$ cat src/uhr_pkg.sv
// ----------------------------------------------------------------------------
// uhr_pkg
// Shared types and constants for the undo/redo history ring.
// ----------------------------------------------------------------------------
package uhr_pkg;

    localparam int DEPTH_DEF = 64;
    localparam int DATA_W    = 32;
    localparam int OP_W      = 2;

    localparam logic [OP_W-1:0] OP_PUSH = 2'd0;
    localparam logic [OP_W-1:0] OP_BACK = 2'd1;
    localparam logic [OP_W-1:0] OP_FWD  = 2'd2;

    typedef struct packed {
        logic [OP_W-1:0]   operation;
        logic [DATA_W-1:0] entry_value;
    } t_req;

    typedef struct packed {
        logic              ok;
        logic [DATA_W-1:0] result_value;
    } t_rsp;

    typedef enum logic [1:0] {
        S_IDLE,
        S_EXEC,
        S_READ
    } t_state;

    // controller to datapath
    typedef struct packed {
        logic load_req;
        logic exec_push;
        logic exec_step;
        logic exec_refuse;
        logic read_done;
    } t_cmd;

    // datapath to controller
    typedef struct packed {
        logic is_push;
        logic step_ok;
    } t_sts;

endpackage

$ cat src/uhr_ram.sv
// ----------------------------------------------------------------------------
// uhr_ram
// Generic single-write, single-read RAM with registered read data.
// ----------------------------------------------------------------------------
module uhr_ram #(
    parameter int WIDTH = 32,
    parameter int DEPTH = 64
) (
    input  logic                     i_clk,
    input  logic                     i_we,
    input  logic [$clog2(DEPTH)-1:0] i_waddr,
    input  logic [WIDTH-1:0]         i_wdata,
    input  logic [$clog2(DEPTH)-1:0] i_raddr,
    output logic [WIDTH-1:0]         o_rdata
);

    logic [WIDTH-1:0] r_mem [DEPTH];
    logic [WIDTH-1:0] r_rdata;

    always_ff @(posedge i_clk) begin
        if (i_we) begin
            r_mem[i_waddr] <= i_wdata;
        end
        r_rdata <= r_mem[i_raddr];
    end

    assign o_rdata = r_rdata;

endmodule

$ cat src/uhr_ctrl.sv
// ----------------------------------------------------------------------------
// uhr_ctrl
// Sequencer: takes a request, has the datapath run it, waits for a read after a step.
// ----------------------------------------------------------------------------
module uhr_ctrl
    import uhr_pkg::*;
(
    input  logic i_clk,
    input  logic i_rst_n,
    input  logic start,
    input  t_sts i_sts,
    output t_cmd o_cmd,
    output logic busy
);

    t_state r_state;
    t_state n_state;

    always_ff @(posedge i_clk) begin
        if (!i_rst_n) begin
            r_state <= S_IDLE;
        end else begin
            r_state <= n_state;
        end
    end

    always_comb begin
        n_state = r_state;
        o_cmd   = '0;
        case (r_state)
            S_IDLE: begin
                if (start) begin
                    o_cmd.load_req = 1'b1;
                    n_state        = S_EXEC;
                end
            end
            S_EXEC: begin
                if (i_sts.is_push) begin
                    o_cmd.exec_push = 1'b1;
                    n_state         = S_IDLE;
                end else if (i_sts.step_ok) begin
                    o_cmd.exec_step = 1'b1;
                    n_state         = S_READ;
                end else begin
                    o_cmd.exec_refuse = 1'b1;
                    n_state           = S_IDLE;
                end
            end
            S_READ: begin
                o_cmd.read_done = 1'b1;
                n_state         = S_IDLE;
            end
            default: begin
                n_state = S_IDLE;
            end
        endcase
    end

    assign busy = (r_state != S_IDLE);

endmodule

$ cat src/uhr_dp.sv
// ----------------------------------------------------------------------------
// uhr_dp
// Ring indices, entry memory and result registers.
// ----------------------------------------------------------------------------
module uhr_dp
    import uhr_pkg::*;
#(
    parameter int DEPTH = DEPTH_DEF
) (
    input  logic i_clk,
    input  logic i_rst_n,
    input  t_req i_req,
    input  t_cmd i_cmd,
    output t_sts o_sts,
    output t_rsp o_rsp,
    output logic o_done
);

    localparam int IDX_W = $clog2(DEPTH);
    localparam logic [IDX_W-1:0] LAST = IDX_W'(DEPTH - 1);

    logic [OP_W-1:0]   r_op;
    logic [DATA_W-1:0] r_val;
    logic [IDX_W-1:0]  r_cur;
    logic [IDX_W-1:0]  r_old;
    logic [IDX_W-1:0]  r_new;
    logic              r_nonempty;
    logic              r_ok;
    logic [DATA_W-1:0] r_res;
    logic              r_done;

    logic [IDX_W-1:0]  cur_next;
    logic [IDX_W-1:0]  cur_prev;
    logic [IDX_W-1:0]  old_next;
    logic [IDX_W-1:0]  target;
    logic [DATA_W-1:0] ram_rdata;

    assign cur_next = (r_cur == LAST) ? '0 : r_cur + 1'b1;
    assign cur_prev = (r_cur == '0) ? LAST : r_cur - 1'b1;
    assign old_next = (r_old == LAST) ? '0 : r_old + 1'b1;
    assign target   = (r_op == OP_BACK) ? cur_prev : cur_next;

    // valid slots always form the run after the oldest slot up to the newest,
    // and the current slot lies inside it
    always_comb begin
        o_sts.is_push = (r_op == OP_PUSH);
        case (r_op)
            OP_BACK: o_sts.step_ok = r_nonempty && (cur_prev != r_old);
            OP_FWD:  o_sts.step_ok = r_nonempty && (r_cur != r_new);
            default: o_sts.step_ok = 1'b0;
        endcase
    end

    always_ff @(posedge i_clk) begin
        if (i_cmd.load_req) begin
            r_op  <= i_req.operation;
            r_val <= i_req.entry_value;
        end
        if (i_cmd.exec_push) begin
            r_ok  <= 1'b1;
            r_res <= r_val;
        end else if (i_cmd.exec_refuse) begin
            r_ok  <= 1'b0;
            r_res <= '0;
        end else if (i_cmd.read_done) begin
            r_ok  <= 1'b1;
            r_res <= ram_rdata;
        end
    end

    always_ff @(posedge i_clk) begin
        if (!i_rst_n) begin
            r_cur      <= '0;
            r_old      <= '0;
            r_new      <= '0;
            r_nonempty <= 1'b0;
            r_done     <= 1'b0;
        end else begin
            r_done <= i_cmd.exec_push | i_cmd.exec_refuse | i_cmd.read_done;
            if (i_cmd.exec_push) begin
                r_cur      <= cur_next;
                r_new      <= cur_next;
                r_nonempty <= 1'b1;
                // overwrite of the oldest slot pushes the sentinel on
                if (cur_next == r_old) begin
                    r_old <= old_next;
                end
            end else if (i_cmd.exec_step) begin
                r_cur <= target;
            end
        end
    end

    uhr_ram #(
        .WIDTH (DATA_W),
        .DEPTH (DEPTH)
    ) u_ram (
        .i_clk   (i_clk),
        .i_we    (i_cmd.exec_push),
        .i_waddr (cur_next),
        .i_wdata (r_val),
        .i_raddr (target),
        .o_rdata (ram_rdata)
    );

    assign o_rsp.ok           = r_ok;
    assign o_rsp.result_value = r_res;
    assign o_done             = r_done;

endmodule

$ cat src/undo_redo_history_ring_core.sv
// ----------------------------------------------------------------------------
// undo_redo_history_ring_core
// Circular undo/redo history: push, step back, step forward.
// ----------------------------------------------------------------------------
// push: the request is registered, S_EXEC writes the ram and registers o_done; a new request is taken only in S_IDLE
// back/forward that succeed: S_EXEC steps the index, S_READ registers the ram read, then o_done
// refused or unused codes: refused in S_EXEC, as push
// results cannot be stalled; o_done is high for one cycle per request
// reset empties the history and clears all three indices; no clearing pass
module undo_redo_history_ring_core
    import uhr_pkg::*;
#(
    parameter int DEPTH = DEPTH_DEF
) (
    input  logic i_clk,
    input  logic i_rst_n,
    input  logic start,
    input  t_req i_req,
    output logic busy,
    output logic o_done,
    output t_rsp o_rsp
);

    t_cmd cmd;
    t_sts sts;

    uhr_ctrl u_ctrl (
        .i_clk   (i_clk),
        .i_rst_n (i_rst_n),
        .start   (start),
        .i_sts   (sts),
        .o_cmd   (cmd),
        .busy    (busy)
    );

    uhr_dp #(
        .DEPTH (DEPTH)
    ) u_dp (
        .i_clk   (i_clk),
        .i_rst_n (i_rst_n),
        .i_req   (i_req),
        .i_cmd   (cmd),
        .o_sts   (sts),
        .o_rsp   (o_rsp),
        .o_done  (o_done)
    );

endmodule
$ cat config.mk
export PLATFORM = sky130hd
export DESIGN_NAME = undo_redo_history_ring_core
export DESIGN_NICKNAME = d
export VERILOG_FILES = /design/src/uhr_pkg.sv /design/src/uhr_ram.sv /design/src/uhr_ctrl.sv /design/src/uhr_dp.sv /design/src/undo_redo_history_ring_core.sv
export SDC_FILE = /design/constraint.sdc
export NUM_CORES = 2
export LEC_CHECK = 0
export ABC_AREA = 1
export BUFFER_PORTS_ARGS = -buffer_cell sky130_fd_sc_hd__buf_2
export CAP_MARGIN = 20
export CORE_MARGIN = 5
export CORE_UTILIZATION = 40
export DETAILED_ROUTE_END_ITERATION = 16
export GPL_ROUTABILITY_DRIVEN = 0
export PLACE_DENSITY_LB_ADDON = 0.25
export SLEW_MARGIN = 20
export SYNTH_ARGS = -nofsm -noshare
export SYNTH_HDL_FRONTEND = slang
export SYNTH_HIERARCHICAL = 1
export SYNTH_SLANG_ARGS = --single-unit
$ cat constraint.sdc
create_clock -name i_clk -period 5.7 [get_ports i_clk]
set_clock_uncertainty 0.05 [all_clocks]
set_input_delay 0.57 -clock i_clk [delete_from_list [all_inputs] [get_ports i_clk]]
set_output_delay 0.57 -clock i_clk [all_outputs]
set_load 0.005 [all_outputs]
# [After elaboration in Yosys (flattened, before gate mapping)]
# Memory sizes are Yosys's and may differ from the RTL's. A register that Yosys moved wholly into a read port is not among the register bits.
# Cells that the tools add are included.
[classes] muxes=26 eq_ne=10 reduce_logical=10 bitwise=2 add_sub_neg=3
[op_table] cell="32-bit 2-to-1 mux" n=3
[op_table] cell="6-bit 2-to-1 mux" n=6
[op_table] cell="6-bit by 1-bit adder with 6-bit output, second input constant" n=2
[op_table] cell="6-bit == test, second input constant" n=2
[op_table] cell="6-bit != test" n=2
[op_table] cell="1-bit 2-to-1 mux" n=10
[op_table] cell="2-bit 2-to-1 mux" n=4
[op_table] cell="6-bit == test" n=1
[op_table] cell="6-bit logical NOT" n=1
[op_table] cell="2-bit nonzero test" n=3
[op_table] cell="6-bit by 1-bit subtractor with 6-bit output, second input constant" n=1
[op_table] cell="2-bit by 1-bit == test with 1-bit output, second input constant" n=2
[op_table] cell="2-bit == test, second input constant" n=2
[op_table] cell="2-bit logical NOT" n=2
[op_table] cell="2-bit case mux with 2 select lines" n=1
[op_table] cell="3-bit 2-to-1 mux" n=1
[op_table] cell="3-bit nonzero test" n=1
[op_table] cell="1-bit logical AND" n=2
[op_table] cell="2-bit != test, second input constant" n=1
[op_table] cell="1-bit OR" n=2
[op_table] cell="1-bit case mux with 2 select lines" n=1
[op_table] cell="2-bit AND reduction" n=1
[totals] elab_cells=62 output_inout_bits=35 register_bits=89 mem_count=1 input_bits=37 ram_bits=2048
[mem_list] memory="u_dp.u_ram.r_mem" depth=64 word_bits=32 rd=1 rd_clocked_by_memory_dff=1 wr=1 line="uhr_ram.sv:17" rtl="logic [WIDTH-1:0] r_mem [DEPTH];"

# [Logic depth before layout (Yosys ltp)]
[depth] ltp_word=10 mapped_depth=21 depth_no_buf=21

# [Hierarchy]
# Netlist, hierarchy kept.
[by_module_without_submodules] module="uhr_ram" seq_area_each_um2=62139.6 n_inst=1 area_each_um2=82738.1 cells_each=6769
[by_module_without_submodules] module="uhr_dp" seq_area_each_um2=2402.3 n_inst=1 area_each_um2=3895.0 cells_each=347
[by_module_without_submodules] module="uhr_ctrl" seq_area_each_um2=40.0 n_inst=1 area_each_um2=127.6 cells_each=20

# [Least setup slack after synthesis]
# OpenSTA, ideal clock, no wires.
[synth_path] path_type="register to register" start="register u_dp.r_cur[0]" end="memory u_dp.u_ram.r_mem[49][0], enable pin" t_arrival_ns=4.533 required_ns=5.148 period_less_slack_ns=5.085 path_stages_with_launch=10 path_slack_ns=0.615 n_path_buf=1 setup_time_ns=0.502 cell_sequence="dfxtp_1 -> ha_1 -> nand2_2 -> inv_2 -> nand2_2 -> nand2_1 -> inv_1 -> clkbuf_1 -> inv_1 -> nor4_1"
[synth_via] elab_chain_cells=2 elab_cells_between_ends=3 cone_classes="add/sub: 1; eq/ne: 1; mux: 1"
[synth_rtl] element="start, declared" line="uhr_dp.sv:24" rtl="logic [IDX_W-1:0] r_cur;"
[synth_rtl] element="start signal, assigned" line="uhr_dp.sv:81" rtl="r_cur <= cur_next;"
[synth_rtl] element="start signal, assigned" line="uhr_dp.sv:89" rtl="r_cur <= target;"
[synth_rtl] element="6-bit by 1-bit adder with 6-bit output or 6-bit == test (tied branches)" line="uhr_dp.sv:38" rtl="assign cur_next = (r_cur == LAST) ? '0 : r_cur + 1'b1;"
[synth_rtl] element="6-bit 2-to-1 mux *" line="uhr_dp.sv:38"
[synth_rtl] element="net u_dp.cur_next[0]" line="uhr_dp.sv:32" rtl="logic [IDX_W-1:0] cur_next;"
[synth_rtl] element="end, declared" line="uhr_ram.sv:17"
# Mark *: on every way through the listed nets, which the timed path passes. The rest lies on a longest branch.

# [Worst setup path in the final report]
[layout_path] start="register u_dp.r_cur[0]" end="register u_dp.u_ram.r_rdata[1] (netlist: u_dp/u_ram/o_rdata[1]), read port of u_dp.u_ram.r_mem"
[layout_via] elab_chain_cells=3 elab_cells_between_ends=7 cone_classes="add/sub: 2; eq/ne: 1; mux: 3; reduce/logical: 1"
[layout_rtl] element="6-bit by 1-bit adder with 6-bit output or 6-bit == test (tied branches)" line="uhr_dp.sv:38"
[layout_rtl] element="6-bit 2-to-1 mux *" line="uhr_dp.sv:38"
[layout_rtl] element="net u_dp.cur_next[0]" line="uhr_dp.sv:32"
[layout_rtl] element="6-bit 2-to-1 mux *" line="uhr_dp.sv:41" rtl="assign target = (r_op == OP_BACK) ? cur_prev : cur_next;"
[layout_rtl] element="net u_dp.target[0]" line="uhr_dp.sv:35" rtl="logic [IDX_W-1:0] target;"
[layout_rtl] element="end, declared" line="uhr_ram.sv:18" rtl="logic [WIDTH-1:0] r_rdata;"
# Marked as above.
# A chain may end at the register's enable or synchronous reset.

==> impl_metrics.py <==
metrics = {
    "logic_synthesis": {
        "postSynthAreaPerCell_um2": 12.2,
        "ys_seq_area_share_pct": 74.4,
        "ys_warn_count": 6,
        "synth_top_flop_cell": "sky130_fd_sc_hd__edfxtp_1",
        "synth-edff-count": 2114,
        "postSynth.asyncResetShare_pct": 0,
        "synthesis_stage_register_bit_count": 2169,
        "syn-cell-area_um2": 86800,
        "gate_count_after_technology_mapping": 7136,
        "synth_cell_types": 41,
        "synth_nets": 7180,
    },
    "critical_path": {
        "end_of_the_worst_register_to_register_path": "u_dp/u_ram/o_rdata[1]",
        "ff_to_ff_setup_slack_ps": 980,
        "critPathMaxFanout": 138,
        "worst_setup_path_start_kind": "register",
        "crit-reg2reg-launch": "u_dp/r_cur[0]",
        "crit_required_ps": 6440,
        "timing.setup.critical_path_class": "register to register",
        "worst_setup_ep_type": "register",
        "timing.critical_path.from": "u_dp/r_cur[0]",
        "ff2ff_path_depth": 19,
        "timing.critical_path.to": "u_dp/u_ram/o_rdata[1]",
        "crit_arrival_ps": 5460,
    },
    "routing": {
        "initial_drc_count": 7227,
        "drcViolationCount": 0,
        "drt-pass1-iter-count": 6,
        "detail_route.wl_per_cell_um": 25.9,
        "finalWirelength_mm": 265,
        "via_count": 57500,
        "drt-vias-per-instance": 5.61,
        "postRouteAntennaNets": 0,
    },
    "timing": {
        "setup_violations": 0,
        "worst_slew_pin_slew_ps": 1180,
        "timing.fmax_ghz": 0.212,
        "finalHoldViolations": 0,
        "setup_repair_after_global_routing_missed_its_margin": "false",
        "tns_ps": 0,
        "max_transition_margin_pct": 21.5,
        "timing.final.max_slew_violations": 0,
        "final.min_clock_period_ps": 4720,
        "finalCritPeriodShare_pct": 82.8,
    },
    "clock_network": {
        "clock_insertion_delay_worst_skew_ps": 870,
        "clkTransAtPathRegs_ps": 70,
        "cts.path.max_buffers": 3,
        "clock_tree_from_tritoncts": "done",
        "clock_sink_count": 2169,
        "cts_inserted_buffers": 216,
        "cts-htree-levels": 4,
        "clock_tree.root_cell": "sky130_fd_sc_hd__clkbuf_16",
    },
    "place": {
        "port_buffers": 71,
        "dpl.hpwl_mm": 136,
    },
    "finish": {
        "post_route_cells_drive_above_1_share_pct": 9.28,
        "layout_common_cells": "sky130_fd_sc_hd__nand2_1, sky130_fd_sc_hd__edfxtp_1, sky130_fd_sc_hd__nand3_1",
        "num-fill-cells": 19300,
        "final_common_cell": "sky130_fd_sc_hd__nand2_1",
        "area_growth_pct": 13.3,
        "finalNetCount": 7245,
    },
    "floorplanning": {
        "die-height_um": 476,
        "die_w_um": 476,
        "rows": 171,
        "die_area_um2": 226000,
        "io-pin-count": 72,
        "floorplan.initialDensity_pct": 40.1,
        "core_area_um2": 217000,
    },
    "power": {
        "worst_ir_drop_vdd_uv": 370,
        "leakage_power_of_the_design_nw": 34.2,
        "power.total_mw": 34.0,
        "powerDensity_nw_per_um2": 346,
    },
    "run": {
        "max_cap_viol_count": 0,
    },
    "min_path": {
        "holdCritStartpoint": "start",
        "min-delay-path-class": "primary input to register",
    },
    "run_status": {
        "outcome": "finished clean",
    },
    "grt": {
        "grt_antenna_before_repair": 18,
        "grt_util_all_layers_pct": 22.9,
        "grt_max_degree": 168,
        "grt_pass1_wl_mm": 380,
        "number_of_global_route_vias_before_repair": 53600,
        "grt_remaining_overflow": 0,
    },
}
[synthesized netlist by cell type (all sizes together), types with 4 or more instances]
library cell | instances | area, um^2
nand2 | 2319 | 8720
edfxtp | 2114 | 63500
nand3 | 1936 | 9720
buf | 378 | 2010
clkbuf | 86 | 323
nor2 | 83 | 363
dfxtp | 55 | 1100
inv | 48 | 183
a22o | 32 | 280
a21oi | 19 | 95.1
nand4 | 18 | 119
nor4 | 8 | 50.1
o21ai | 8 | 40.0
ha | 7 | 87.6
xnor2 | 5 | 43.8
xor2 | 5 | 43.8
nor3 | 4 | 30.0
[where the power goes]
part           total, mW  switching [mW]  internal, mW  leakage, nW
combinational       2.28            1.73         0.550         11.3
clock               14.1            6.13          7.95         3.38
sequential          17.7          0.0689          17.6         19.5
total               34.0            7.93          26.1         34.2
[logic make-up (layout without fill, tap and decap cells)]
group / count (synthesis) / in the layout / share of synthesized area, %
simple gates: 4371 / 4371 / 21.9
buf+inv: 514 / 761 / 2.91
fa+ha+maj: 7 / 7 / 0.101
xor+xnor: 10 / 10 / 0.101
other cells: 0 / 11 / 0
compound gates: 65 / 65 / 0.532
flops: 2169 / 2169 / 74.4
[through the flow]
step / utilization, % / cell area [um^2] / std cells / hold WS [ps] / setup slack (ps)
2_1_floorplan: - / 86800 / 7136 / 390 / 615
3_3_place_gp: 42.0 / 90900 / 9800 / 404 / 1130
3_5_place_dp: 42.0 / 90900 / 9801 / 417 / 1060
4_1_cts: 45.4 / 98300 / 10200 / 57.6 / 1020
5_1_grt: 45.4 / 98300 / 10200 / 90.6 / 618
6_report: 45.4 / 98300 / 10200 / 140 / 983
[area by class of cell]
class / instances / area, um^2 / area share (%)
inverters: 50 / 235 / 0.239
flip-flops and latches: 2169 / 64600 / 65.7
multi-input cells: 4453 / 20200 / 20.6
clock inverters: 107 / 1160 / 1.18
clock buffers: 293 / 5850 / 5.95
well taps: 2854 / 3570 / 3.63
diodes: 11 / 27.5 / 0.0280
repair buffers: 311 / 2690 / 2.73
[metal layers]
layer  part of all wire (%)  vias to the layer above  global-route usage (%)
met5                 0.0060                        -                       0
met4                    3.3                        2                    7.53
met3                    8.2                      419                    3.37
met2                     46                     2696                    36.1
met1                     42                    28800                    32.8
li1                       -                    25600                       -
[worst max-delay path, cell delays in order, from the launching register on]
cell and delay (ps):
sky130_fd_sc_hd__dfxtp_1 470, sky130_fd_sc_hd__ha_1 290, sky130_fd_sc_hd__nand2_2 110, sky130_fd_sc_hd__inv_2 80, sky130_fd_sc_hd__nand2_2 70, sky130_fd_sc_hd__nand2_1 100
sky130_fd_sc_hd__inv_1 200, sky130_fd_sc_hd__a21oi_1 470, sky130_fd_sc_hd__inv_8 320, sky130_fd_sc_hd__inv_16 580, sky130_fd_sc_hd__buf_4 460, sky130_fd_sc_hd__buf_4 280
sky130_fd_sc_hd__nand2_1 70, sky130_fd_sc_hd__nand3_1 60, sky130_fd_sc_hd__nand3_1 110, sky130_fd_sc_hd__nand3_1 140, sky130_fd_sc_hd__nand3_1 80, sky130_fd_sc_hd__nand2_1 210
sky130_fd_sc_hd__nand2_1 180, sky130_fd_sc_hd__nand2_1 130
[how the worst min path moves through the flow]
stage                                    to  slack (ps)  cells past startpoint
after floorplan             u_dp/r_nonempty         390                      2
after global placement      u_dp/r_nonempty         400                      2
after detailed placement    u_dp/r_nonempty         420                      2
after CTS                 u_ctrl/r_state[0]          60                      3
after global routing      u_ctrl/r_state[0]          90                      3
final                     u_ctrl/r_state[0]         140                      3
[flip-flops by register name (all words and copies together) (netlist names)]
register,count
u_ctrl/r_state,2
u_dp/o_done,1
u_dp/r_cur,6
u_dp/r_new,6
u_dp/r_nonempty,1
u_dp/r_ok,1
u_dp/r_old,6
u_dp/r_op,2
u_dp/r_res,32
u_dp/r_val,32
u_dp/u_ram/o_rdata,32
u_dp/u_ram/r_mem,2048
[repair_timing]
item | 4_1_cts | 5_1_grt
gates resized for setup | 0 | 0
endpoints found under the hold margin | 39 | 0
setup buffers | 0 | 0
hold buffers | 35 | 0
Note: power is estimated with default switching activity, not from simulation.
